==> src/rtl/mlae_pkg.sv <==
// Shared types and constants for the MADT local APIC enumerator.
// Used by the parser, the result queue and the top level; depends on nothing.
package mlae_pkg;

  localparam logic [7:0] MAX_CPUS_RESET = 8'd255;

  localparam logic [7:0] REC_LOCAL_APIC   = 8'd0;
  localparam logic [7:0] REC_LOCAL_X2APIC = 8'd9;

  localparam logic [7:0] LAPIC_MIN_LEN  = 8'd8;
  localparam logic [7:0] X2APIC_MIN_LEN = 8'd16;
  localparam logic [7:0] REC_MIN_LEN    = 8'd2;

  localparam logic [7:0] POS_TYPE       = 8'd0;
  localparam logic [7:0] POS_LENGTH     = 8'd1;
  localparam logic [7:0] POS_LAPIC_ID   = 8'd3;
  localparam logic [7:0] POS_FLAGS      = 8'd4;
  localparam logic [7:0] POS_X2_ID_LOW  = 8'd8;
  localparam logic [7:0] POS_X2_ID_HIGH = 8'd11;

  localparam int unsigned OUT_TDATA_W = 40;

  typedef struct packed {
    logic       is_summary;
    logic [7:0] apic_id;
    logic [7:0] cpu_index;
    logic [7:0] cpu_count;
    logic [7:0] bsp_apic_id;
    logic       status;
    logic       last_result;
  } result_t;

  typedef struct packed {
    logic       push;
    logic [1:0] count;
    result_t    first;
    result_t    second;
  } push_t;

endpackage

==> src/rtl/mlae_parser.sv <==
// Record walker for the MADT body: holds the parse state and forms the
// results caused by one byte. Depends on mlae_pkg.
module mlae_parser (
  input  logic            clk,
  input  logic            rst,
  input  logic            accept,
  input  logic [7:0]      data_byte,
  input  logic            last_byte,
  input  logic [7:0]      max_cpus,
  output mlae_pkg::push_t push_out
);

  logic [7:0] byte_position, byte_position_next;
  logic [7:0] record_type, record_type_next;
  logic [7:0] record_length, record_length_next;
  logic       enabled_flag, enabled_flag_next;
  logic [7:0] captured_id, captured_id_next;
  logic       id_too_large, id_too_large_next;
  logic [7:0] found_count, found_count_next;
  logic [7:0] first_id, first_id_next;
  logic       parse_stopped, parse_stopped_next;
  logic       emit;
  logic       rec_ok;
  mlae_pkg::result_t entry_res, summary_res;

  always_comb begin
    byte_position_next = byte_position;
    record_type_next   = record_type;
    record_length_next = record_length;
    enabled_flag_next  = enabled_flag;
    captured_id_next   = captured_id;
    id_too_large_next  = id_too_large;
    found_count_next   = found_count;
    first_id_next      = first_id;
    parse_stopped_next = parse_stopped;
    emit               = 1'b0;
    rec_ok             = 1'b0;

    if (!parse_stopped) begin
      if (byte_position == mlae_pkg::POS_TYPE) begin
        record_type_next  = data_byte;
        enabled_flag_next = 1'b0;
        captured_id_next  = 8'd0;
        id_too_large_next = 1'b0;
      end else if (byte_position == mlae_pkg::POS_LENGTH) begin
        record_length_next = data_byte;
        if (data_byte < mlae_pkg::REC_MIN_LEN) begin
          parse_stopped_next = 1'b1;
        end
      end else begin
        if (record_type == mlae_pkg::REC_LOCAL_APIC &&
            byte_position == mlae_pkg::POS_LAPIC_ID) begin
          captured_id_next = data_byte;
        end
        if (byte_position == mlae_pkg::POS_FLAGS) begin
          enabled_flag_next = data_byte[0];
        end
        if (record_type == mlae_pkg::REC_LOCAL_X2APIC) begin
          if (byte_position == mlae_pkg::POS_X2_ID_LOW) begin
            captured_id_next = data_byte;
          end
          if (byte_position > mlae_pkg::POS_X2_ID_LOW &&
              byte_position <= mlae_pkg::POS_X2_ID_HIGH && data_byte != 8'd0) begin
            id_too_large_next = 1'b1;
          end
        end
      end

      if (!parse_stopped_next) begin
        if (byte_position != mlae_pkg::POS_TYPE &&
            ({1'b0, byte_position} + 9'd1) == {1'b0, record_length_next}) begin
          if (record_type_next == mlae_pkg::REC_LOCAL_APIC &&
              record_length_next >= mlae_pkg::LAPIC_MIN_LEN) begin
            rec_ok = 1'b1;
          end
          if (record_type_next == mlae_pkg::REC_LOCAL_X2APIC &&
              record_length_next >= mlae_pkg::X2APIC_MIN_LEN && !id_too_large_next) begin
            rec_ok = 1'b1;
          end
          if (rec_ok && enabled_flag_next && found_count < max_cpus) begin
            emit             = 1'b1;
            found_count_next = found_count + 8'd1;
            if (found_count == 8'd0) begin
              first_id_next = captured_id_next;
            end
          end
          byte_position_next = 8'd0;
        end else begin
          byte_position_next = byte_position + 8'd1;
        end
      end
    end

    entry_res             = '0;
    entry_res.apic_id     = captured_id_next;
    entry_res.cpu_index   = found_count;
    entry_res.last_result = !last_byte;

    summary_res             = '0;
    summary_res.is_summary  = 1'b1;
    summary_res.cpu_count   = found_count_next;
    summary_res.bsp_apic_id = (found_count_next != 8'd0) ? first_id_next : 8'd0;
    summary_res.status      = (found_count_next == 8'd0);
    summary_res.last_result = 1'b1;

    push_out.push   = accept;
    push_out.count  = {1'b0, emit} + {1'b0, last_byte};
    push_out.first  = emit ? entry_res : summary_res;
    push_out.second = summary_res;
  end

  always_ff @(posedge clk) begin
    if (rst) begin
      byte_position <= '0;
      record_type   <= '0;
      record_length <= '0;
      enabled_flag  <= 1'b0;
      captured_id   <= '0;
      id_too_large  <= 1'b0;
      found_count   <= '0;
      first_id      <= '0;
      parse_stopped <= 1'b0;
    end else if (accept) begin
      if (last_byte) begin
        byte_position <= '0;
        record_type   <= '0;
        record_length <= '0;
        enabled_flag  <= 1'b0;
        captured_id   <= '0;
        id_too_large  <= 1'b0;
        found_count   <= '0;
        first_id      <= '0;
        parse_stopped <= 1'b0;
      end else begin
        byte_position <= byte_position_next;
        record_type   <= record_type_next;
        record_length <= record_length_next;
        enabled_flag  <= enabled_flag_next;
        captured_id   <= captured_id_next;
        id_too_large  <= id_too_large_next;
        found_count   <= found_count_next;
        first_id      <= first_id_next;
        parse_stopped <= parse_stopped_next;
      end
    end
  end

endmodule

==> src/rtl/mlae_out_queue.sv <==
// Two-slot result queue between the parser and the output channel.
// Takes up to two results per beat. Depends on mlae_pkg.
module mlae_out_queue (
  input  logic              clk,
  input  logic              rst,
  input  mlae_pkg::push_t   push_in,
  output logic              space_ok,
  output logic              out_valid,
  input  logic              out_ready,
  output mlae_pkg::result_t out_res
);

  mlae_pkg::result_t slot0, slot1, slot0_next, slot1_next;
  logic [1:0] count, count_next;
  logic [1:0] kept;
  logic [1:0] push_cnt;
  logic       pop;

  assign pop      = (count != 2'd0) && out_ready;
  assign kept     = count - {1'b0, pop};
  assign push_cnt = push_in.push ? push_in.count : 2'd0;
  assign space_ok = (count == 2'd0) || (count == 2'd1 && out_ready);

  always_comb begin
    slot0_next = slot0;
    slot1_next = slot1;
    count_next = kept + push_cnt;
    if (pop) begin
      slot0_next = slot1;
    end
    if (push_in.push) begin
      case (kept)
        2'd0: begin
          slot0_next = push_in.first;
          slot1_next = push_in.second;
        end
        2'd1: begin
          slot1_next = push_in.first;
        end
        default: begin
        end
      endcase
    end
  end

  always_ff @(posedge clk) begin
    slot0 <= slot0_next;
    slot1 <= slot1_next;
    if (rst) begin
      count <= '0;
    end else begin
      count <= count_next;
    end
  end

  assign out_valid = (count != 2'd0);
  assign out_res   = slot0;

endmodule

==> src/rtl/madt_local_apic_enumerator_core.sv <==
// Top level of the MADT local APIC enumerator: configuration register and
// stream ports. Depends on mlae_pkg, mlae_parser and mlae_out_queue.
//
// The slave stream carries the MADT body after its 44-byte header, one byte
// per beat, with s_tlast on the table's final byte. The master stream gives
// one beat per enabled CPU entry, up to max_cpus (m_tuser low), and after
// the final byte one summary beat (m_tuser high); m_tlast marks the last
// result that an input byte caused. A byte's first result is on the master
// side in the cycle after the byte is accepted. One byte is accepted per
// cycle while results drain; a byte that completes an entry on the final
// byte gives two results, which stall the input while the two-slot queue
// is full. When the receiver stalls, at most two results wait in the queue
// and s_tready drops until there is room. The cfg channel writes max_cpus
// and is always ready. Reset empties the queue, clears the parse state and
// sets max_cpus to 255; after each summary the parse state clears itself.
module madt_local_apic_enumerator_core (
  input  logic        clk,
  input  logic        rst,
  input  logic        s_tvalid,
  output logic        s_tready,
  input  logic [7:0]  s_tdata,   // [7:0] data_byte
  input  logic        s_tlast,
  output logic        m_tvalid,
  input  logic        m_tready,
  output logic [mlae_pkg::OUT_TDATA_W-1:0] m_tdata,
  // m_tdata: [7:0] apic_id, [15:8] cpu_index, [23:16] cpu_count,
  // [31:24] bsp_apic_id, [32] status, [39:33] zero
  output logic        m_tuser,   // [0] is_summary
  output logic        m_tlast,
  input  logic        cfg_valid,
  output logic        cfg_ready,
  input  logic [7:0]  cfg_data
);

  logic [7:0]        max_cpus;
  logic              accept;
  mlae_pkg::push_t   push;
  mlae_pkg::result_t res;

  assign cfg_ready = 1'b1;

  always_ff @(posedge clk) begin
    if (rst) begin
      max_cpus <= mlae_pkg::MAX_CPUS_RESET;
    end else if (cfg_valid && cfg_ready) begin
      max_cpus <= cfg_data;
    end
  end

  assign accept = s_tvalid && s_tready;

  mlae_parser u_parser (
    .clk       (clk),
    .rst       (rst),
    .accept    (accept),
    .data_byte (s_tdata),
    .last_byte (s_tlast),
    .max_cpus  (max_cpus),
    .push_out  (push)
  );

  mlae_out_queue u_queue (
    .clk       (clk),
    .rst       (rst),
    .push_in   (push),
    .space_ok  (s_tready),
    .out_valid (m_tvalid),
    .out_ready (m_tready),
    .out_res   (res)
  );

  assign m_tdata = {7'd0, res.status, res.bsp_apic_id, res.cpu_count,
                    res.cpu_index, res.apic_id};
  assign m_tuser = res.is_summary;
  assign m_tlast = res.last_result;

endmodule
==> config.mk <==
export PLATFORM = sky130hd
export DESIGN_NAME = madt_local_apic_enumerator_core
export DESIGN_NICKNAME = d
export VERILOG_FILES = /design/src/rtl/mlae_pkg.sv /design/src/rtl/mlae_parser.sv /design/src/rtl/mlae_out_queue.sv /design/src/rtl/madt_local_apic_enumerator_core.sv
export SDC_FILE = /design/constraint.sdc
export NUM_CORES = 1
export LEC_CHECK = 0
export ABC_CLOCK_PERIOD_IN_PS = 4000
export BUFFER_PORTS_ARGS = -buffer_cell sky130_fd_sc_hd__buf_2
export CAP_MARGIN = 20
export CORE_AREA = 4 4 127 129
export DETAILED_ROUTE_END_ITERATION = 10
export DIE_AREA = 0 0 131 133
export HOLD_SLACK_MARGIN = 0.03
export PLACE_DENSITY = 0.79
export RECOVER_POWER = 25
export SKIP_LAST_GASP = 1
export SLEW_MARGIN = 20
export SYNTH_ARGS = -nofsm -noshare
export SYNTH_HDL_FRONTEND = slang
export SYNTH_SLANG_ARGS = --single-unit
==> constraint.sdc <==
create_clock -name clk -period 4 [get_ports clk]
set_clock_uncertainty 0.05 [all_clocks]
set_input_delay 1 -clock clk [delete_from_list [all_inputs] [get_ports clk]]
set_output_delay 1 -clock clk [all_outputs]
set_load 0.05 [all_outputs]
==> flow_summary.ini, run 1 <==
[drt]
drt-total-wl_um = 16600
vias_per_cell = 5.86
detail-route-antenna-nets = 0
wl_per_cell_um = 16.3
num_vias = 5974
drcViolationCount = 0
drt_iter0_drc = 504
drt_first_pass_iters = 6

[sta]
final.min_clock_period_ns = 3.73
min_period_over_period = 0.933
grt_setup_unrepaired = no
worst_pin_slew_ns = 1.95
drv_slew = 36
slew_headroom = -0.300
clock.fmax_ghz = 0.268
hold_violations = 0
setup_viol = 0
setup_tns_ns = 0

[critical_path]
worstPathMaxFanout = 8
crit_arrival_ns = 3.97
crit_type = reg -> reg
crit_required_ns = 4.24
critPathMaxStageDelay_ns = 0.71
cp_common_cell = ha_1
slowest_stage = or4b_2
startpoint_type = flop
critPathTopFamily = simple AND/OR/NAND/NOR gates
crit_chain = inv_1 -> ha_1 -> or4b_2 -> o21ai_1 -> a21oi_1 -> nor4b_1 -> and4b_1 -> nand2_2 -> inv_2 -> ha_1 -> and3_1 -> ha_1 -> xor2_1 -> xnor2_1 -> nor2_1
worstSetupEndpointType = flop
path_buf_inv = 2

[final_layout]
fin_nets = 856
fill_cells = 1381
drive_gt1_frac = 0.108
area_growth_pct = 15.2
insertedDiodeCount = 0
utilization = 0.528

[clock_network]
cts_tree = done
postCtsHoldBufs = 0
htreeDepth = 4
cts.sink_count = 131
cts-root-buf = clkbuf_16
cts_resized = 0
clock_path_buffers = 2
cts_made_buffers = 17
clk_pin_slew_ns = 0.06
postCtsSetupBuffers = 0
worstSkewPairLatency_ns = 0.42

[yosys]
syn_avg_cell_area_um2 = 8.90
ys_ff_latch = 131
syn-cell-area_mm2 = 0.00689
synth_cell_types = 64
async_flop_share = 0
synth_top_area_cell = dfxtp_1
synthFlopType = dfxtp_1
yosysMostFrequentCell = dfxtp_1
synth_area_leaders = dfxtp_1 28%, edfxtp_1 15%, mux2i_1 7.1%
synth_edf_count = 35
synth_common_cells = 96 x dfxtp_1, 74 x nor2_1, 54 x nand2_1
yosysTopAreaCellShare = 0.279
seq_area_frac_synth = 0.432
ys_warn_count = 0
synthCells = 774

[global_route]
grt_max_degree = 59
grt_pass1_wl_um = 27500
grt_pass1_vias = 5488
grt-ovfl-total = 0
grt_use_total = 0.195
grt_antenna_before_repair = 0

[place]
post-dp-hpwl_um = 11400
gp_routability_congestion = 0.880
port-buffer-count = 58

[power]
total_power_uw = 4740
power_density_mw_per_mm2 = 597
max-vdd-ir-drop_mv = 0.366
power_leakage_uw = 0.00323

[die]
rows = 45
die_h_um = 133
start_util = 0.458
core_mm2 = 0.0150
io_pins = 67
die_w_um = 131
die_area_mm2 = 0.0174

[worst_hold_path]
holdCritPathClass = reg -> reg

[run]
drv_cap = 1

[outcome]
violations = capacitance limit, slew limit
outcome = finished with violations
## stage by stage
step	cell area, um2	instances	worst slack, ns	hold WS, ns
after global placement	7360	988	0.150	0.400
after CTS	7990	1020	0.303	0.425
after floorplan	6920	780	0.00775	0.383
final	7940	1020	0.270	0.423
after detailed placement	7360	988	0.131	0.410
after global routing	7940	1020	0.0486	0.473
## layer usage
layer  track usage  part of all wire
met1         0.280              0.46
met2         0.291              0.45
met3        0.0436             0.070
met4        0.0640             0.012
met5             0                 0
## kinds of logic (layout without fill, tap and decap cells)
| group | after synthesis | count (layout) | synth area share |
|---|---|---|---|
| xor+xnor | 8 | 8 | 0.0102 |
| buf+inv | 90 | 142 | 0.0565 |
| mux | 49 | 49 | 0.0712 |
| compound gates | 191 | 191 | 0.186 |
| flops | 131 | 131 | 0.432 |
| other cells | 2 | 8 | 0.00109 |
| fa+ha+maj | 15 | 15 | 0.0272 |
| simple gates | 288 | 288 | 0.216 |
## layout make-up
| type | count | area [um2] | share of cell area |
|---|---|---|---|
| multi-input cells | 559 | 3560 | 0.449 |
| flip-flops and latches | 131 | 2970 | 0.375 |
| clock buffers | 20 | 457 | 0.0576 |
| repair buffers | 84 | 432 | 0.0544 |
| well taps | 188 | 235 | 0.0296 |
| clock inverters | 12 | 179 | 0.0225 |
| inverters | 26 | 97.6 | 0.0123 |
## state kept, by name, summed over array words and instances, names as in the netlist
signal / count
max_cpus: 8
u_parser.byte_position: 8
u_parser.captured_id: 8
u_parser.enabled_flag: 1
u_parser.first_id: 8
u_parser.found_count: 8
u_parser.id_too_large: 1
u_parser.parse_stopped: 1
u_parser.record_length: 8
u_parser.record_type: 8
u_queue.count: 2
u_queue.out_res: 35
u_queue.slot1: 35
## where the power goes
group / switching (uW) / leakage [uW] / internal, uW
clock: 585 / 0.000304 / 1080
sequential: 105 / 0.00112 / 1600
combinational: 1050 / 0.00180 / 327
total: 1740 / 0.00323 / 3000
## path summary, 6_finish.rpt
check	depth (start not counted)	slack [ns]	start	endpoint
setup / recovery	15	0.27	u_parser.byte_position[1]	u_queue.count[1]
hold / removal	2	0.42	max_cpus[0]	max_cpus[0]
setup reg to reg	15	0.27	u_parser.byte_position[1]	u_queue.count[1]
hold reg to reg	2	0.42	max_cpus[0]	max_cpus[0]
## worst min-delay path, stage by stage, from the launching register on
cell and delay (ns):
dfxtp_1 0.32, mux2i_1 0.06, nand2_1 0.06
## placed cells by master, fill, tap and decap left out, drive strengths merged, types with 3 or more instances in the layout
master    n
nand2    55
o31ai    12
or4       3
nand3b   15
a211oi    6
o311ai    3
or3       7
o41ai     4
o21ai    58
nor3     20
inv      27
a21boi    5
a211o     3
clkinv    5
o2bb2ai   7
a31oi    10
nand4     7
buf      44
nor4b     3
nand3    40
mux2i    49
conb      8
a21o      5
ha       15
dfxtp    96
o211ai   14
edfxtp   35
a22oi    30
nor2b     9
and2      9
xnor2     3
and3     26
bufinv    4
clkbuf   60
xor2      5
nor4      9
nor2     74
a21oi    22
Power figures use the tool's default switching activity.
==> inputs of run 2 (changes only) <==
ABC_CLOCK_PERIOD_IN_PS = 3050   (was 4000)
CORE_AREA = 2 2 125 127   (was 4 4 127 129)
DIE_AREA = 0 0 127 129   (was 0 0 131 133)
SLEW_MARGIN = 0   (was 20)
clock period = 3.05 ns   (was 4 ns; I/O delays follow)
==> flow_summary.ini, run 2 (synthesis results as in run 1) <==
[outcome]
outcome = finished with violations
violations = setup timing

[drt]
drt_iter0_drc = 508
wl_per_cell_um = 16.1
num_vias = 6260
drcViolationCount = 0
vias_per_cell = 5.77
drt-total-wl_um = 17500
detail-route-antenna-nets = 0
drt_first_pass_iters = 5

[power]
power_leakage_uw = 0.00362
power_density_mw_per_mm2 = 726
max-vdd-ir-drop_mv = 0.401
total_power_uw = 6260

[clock_network]
clock_path_buffers = 2
cts_made_buffers = 17
cts.sink_count = 131
cts_tree = done
cts-root-buf = clkbuf_16
postCtsHoldBufs = 0
clk_pin_slew_ns = 0.06
htreeDepth = 4
worstSkewPairLatency_ns = 0.42

[sta]
hold_violations = 0
grt_setup_unrepaired = yes
setup_ws_ns = -0.224
clock.fmax_ghz = 0.305
setup_tns_ns = -0.279
worst_pin_slew_ns = 0.934
setup_viol = 3
min_period_over_period = 1.07
final.min_clock_period_ns = 3.27
slew_headroom = 0.372
hold_ws_ns = 0.417
drv_slew = 0

[global_route]
grt_use_total = 0.217
grt_pass1_vias = 5789
grt-ovfl-total = 0
grt_pass1_wl_um = 28500
grt_max_degree = 52
grt_antenna_before_repair = 0

[place]
post-dp-hpwl_um = 12000
dpl_cell_area_mm2 = 0.00786
gp_routability_congestion = 0.895
port-buffer-count = 58

[run]
drv_cap = 0

[critical_path]
crit_arrival_ns = 3.53
crit_required_ns = 3.30
crit_start = u_parser.byte_position[1]
worstSetupEndpointType = flop
r2r_start = u_parser.byte_position[1]
worstPathMaxFanout = 4
crit_type = reg -> reg
startpoint_type = flop

[die]
start_util = 0.460
rows = 45
die_h_um = 129
die_area_mm2 = 0.0164
core_mm2 = 0.0150
io_pins = 67
die_w_um = 127

[final_layout]
fin_nets = 921
insertedDiodeCount = 0
drive_gt1_frac = 0.214
area_growth_pct = 25.1
utilization = 0.575
mostFrequentLayoutCells = 92 x dfxtp_1, 86 x buf_4, 73 x nor2_1
layout_commonest_cell = dfxtp_1
design_area_mm2 = 0.00862

[worst_hold_path]
holdCritPathClass = reg -> reg
hold_start = max_cpus[0]
[run 2: cell count changes in the layout (fill, tap and decap cells not counted), moves of 3 or more]
cell / delta
nand2_2: +3
nand2_1: -4
buf_2: +10
ha_4: +4
buf_4: +62
inv_6: +4
dfxtp_1: -4
ha_1: -4
buf_6: +4
dfxtp_2: +3
clkbuf_1: -14
buf_12: +3
[run 2: through the flow]
stage | std cells | setup WS (ns)
floorplan | 780 | -0.527
global placement | 1043 | -0.472
detailed placement | 1043 | -0.512
CTS | 1080 | -0.181
global route | 1085 | -0.361
finish | 1085 | -0.224
[run 2: final timing paths]
path | to | slack, ns | cells past startpoint
worst max register to register | u_queue.count[1] | -0.22 | 16
worst min-delay path | max_cpus[0] | 0.42 | 2
worst max-delay path | u_queue.count[1] | -0.22 | 16
worst min register to register | max_cpus[0] | 0.42 | 2
[run 2: what timing repair did]
item                       in CTS  in global routing
pin swaps                       9                 10
setup endpoints to repair      66                 81
setup buffers                   5                  6
gates resized for setup        22                  9
[run 2: metal layers]
metal / GRT usage / up-vias / share of wire
li1: - / 3050 / -
met1: 0.292 / 2986 / 0.46
met2: 0.343 / 194 / 0.47
met3: 0.0503 / 30 / 0.059
met4: 0.0795 / 0 / 0.015
met5: 0 / - / 0
[run 2: critical path, cell delays in order, from the launching register on]
cell and delay (ns):
dfxtp_2 0.33, inv_4 0.07, ha_4 0.13, buf_4 0.12
nor2b_1 0.15, nor3_1 0.07, and4_1 0.19, or4_4 0.55
a2111oi_4 0.36, nand2_2 0.10, inv_2 0.08, ha_4 0.19
and3_4 0.15, ha_4 0.16, xor2_2 0.18, xnor2_1 0.19
nor2_1 0.08
[run 2: power breakdown]
| group | internal [uW] | switching (uW) | total, uW | leakage, uW |
|---|---|---|---|---|
| combinational | 534 | 1450 | 1990 | 0.00221 |
| sequential | 2090 | 123 | 2210 | 0.00112 |
| clock | 1230 | 832 | 2060 | 0.000287 |
[run 2: layout make-up]
class / count / area, um2
Clock buffer: 17 / 425
Tap cell: 188 / 235
Clock inverter: 15 / 171
Inverter: 26 / 103
Multi-Input combinational cell: 559 / 3700
Fill cell: 1294 / 6360
Sequential cell: 131 / 2980
Timing Repair Buffer: 149 / 998
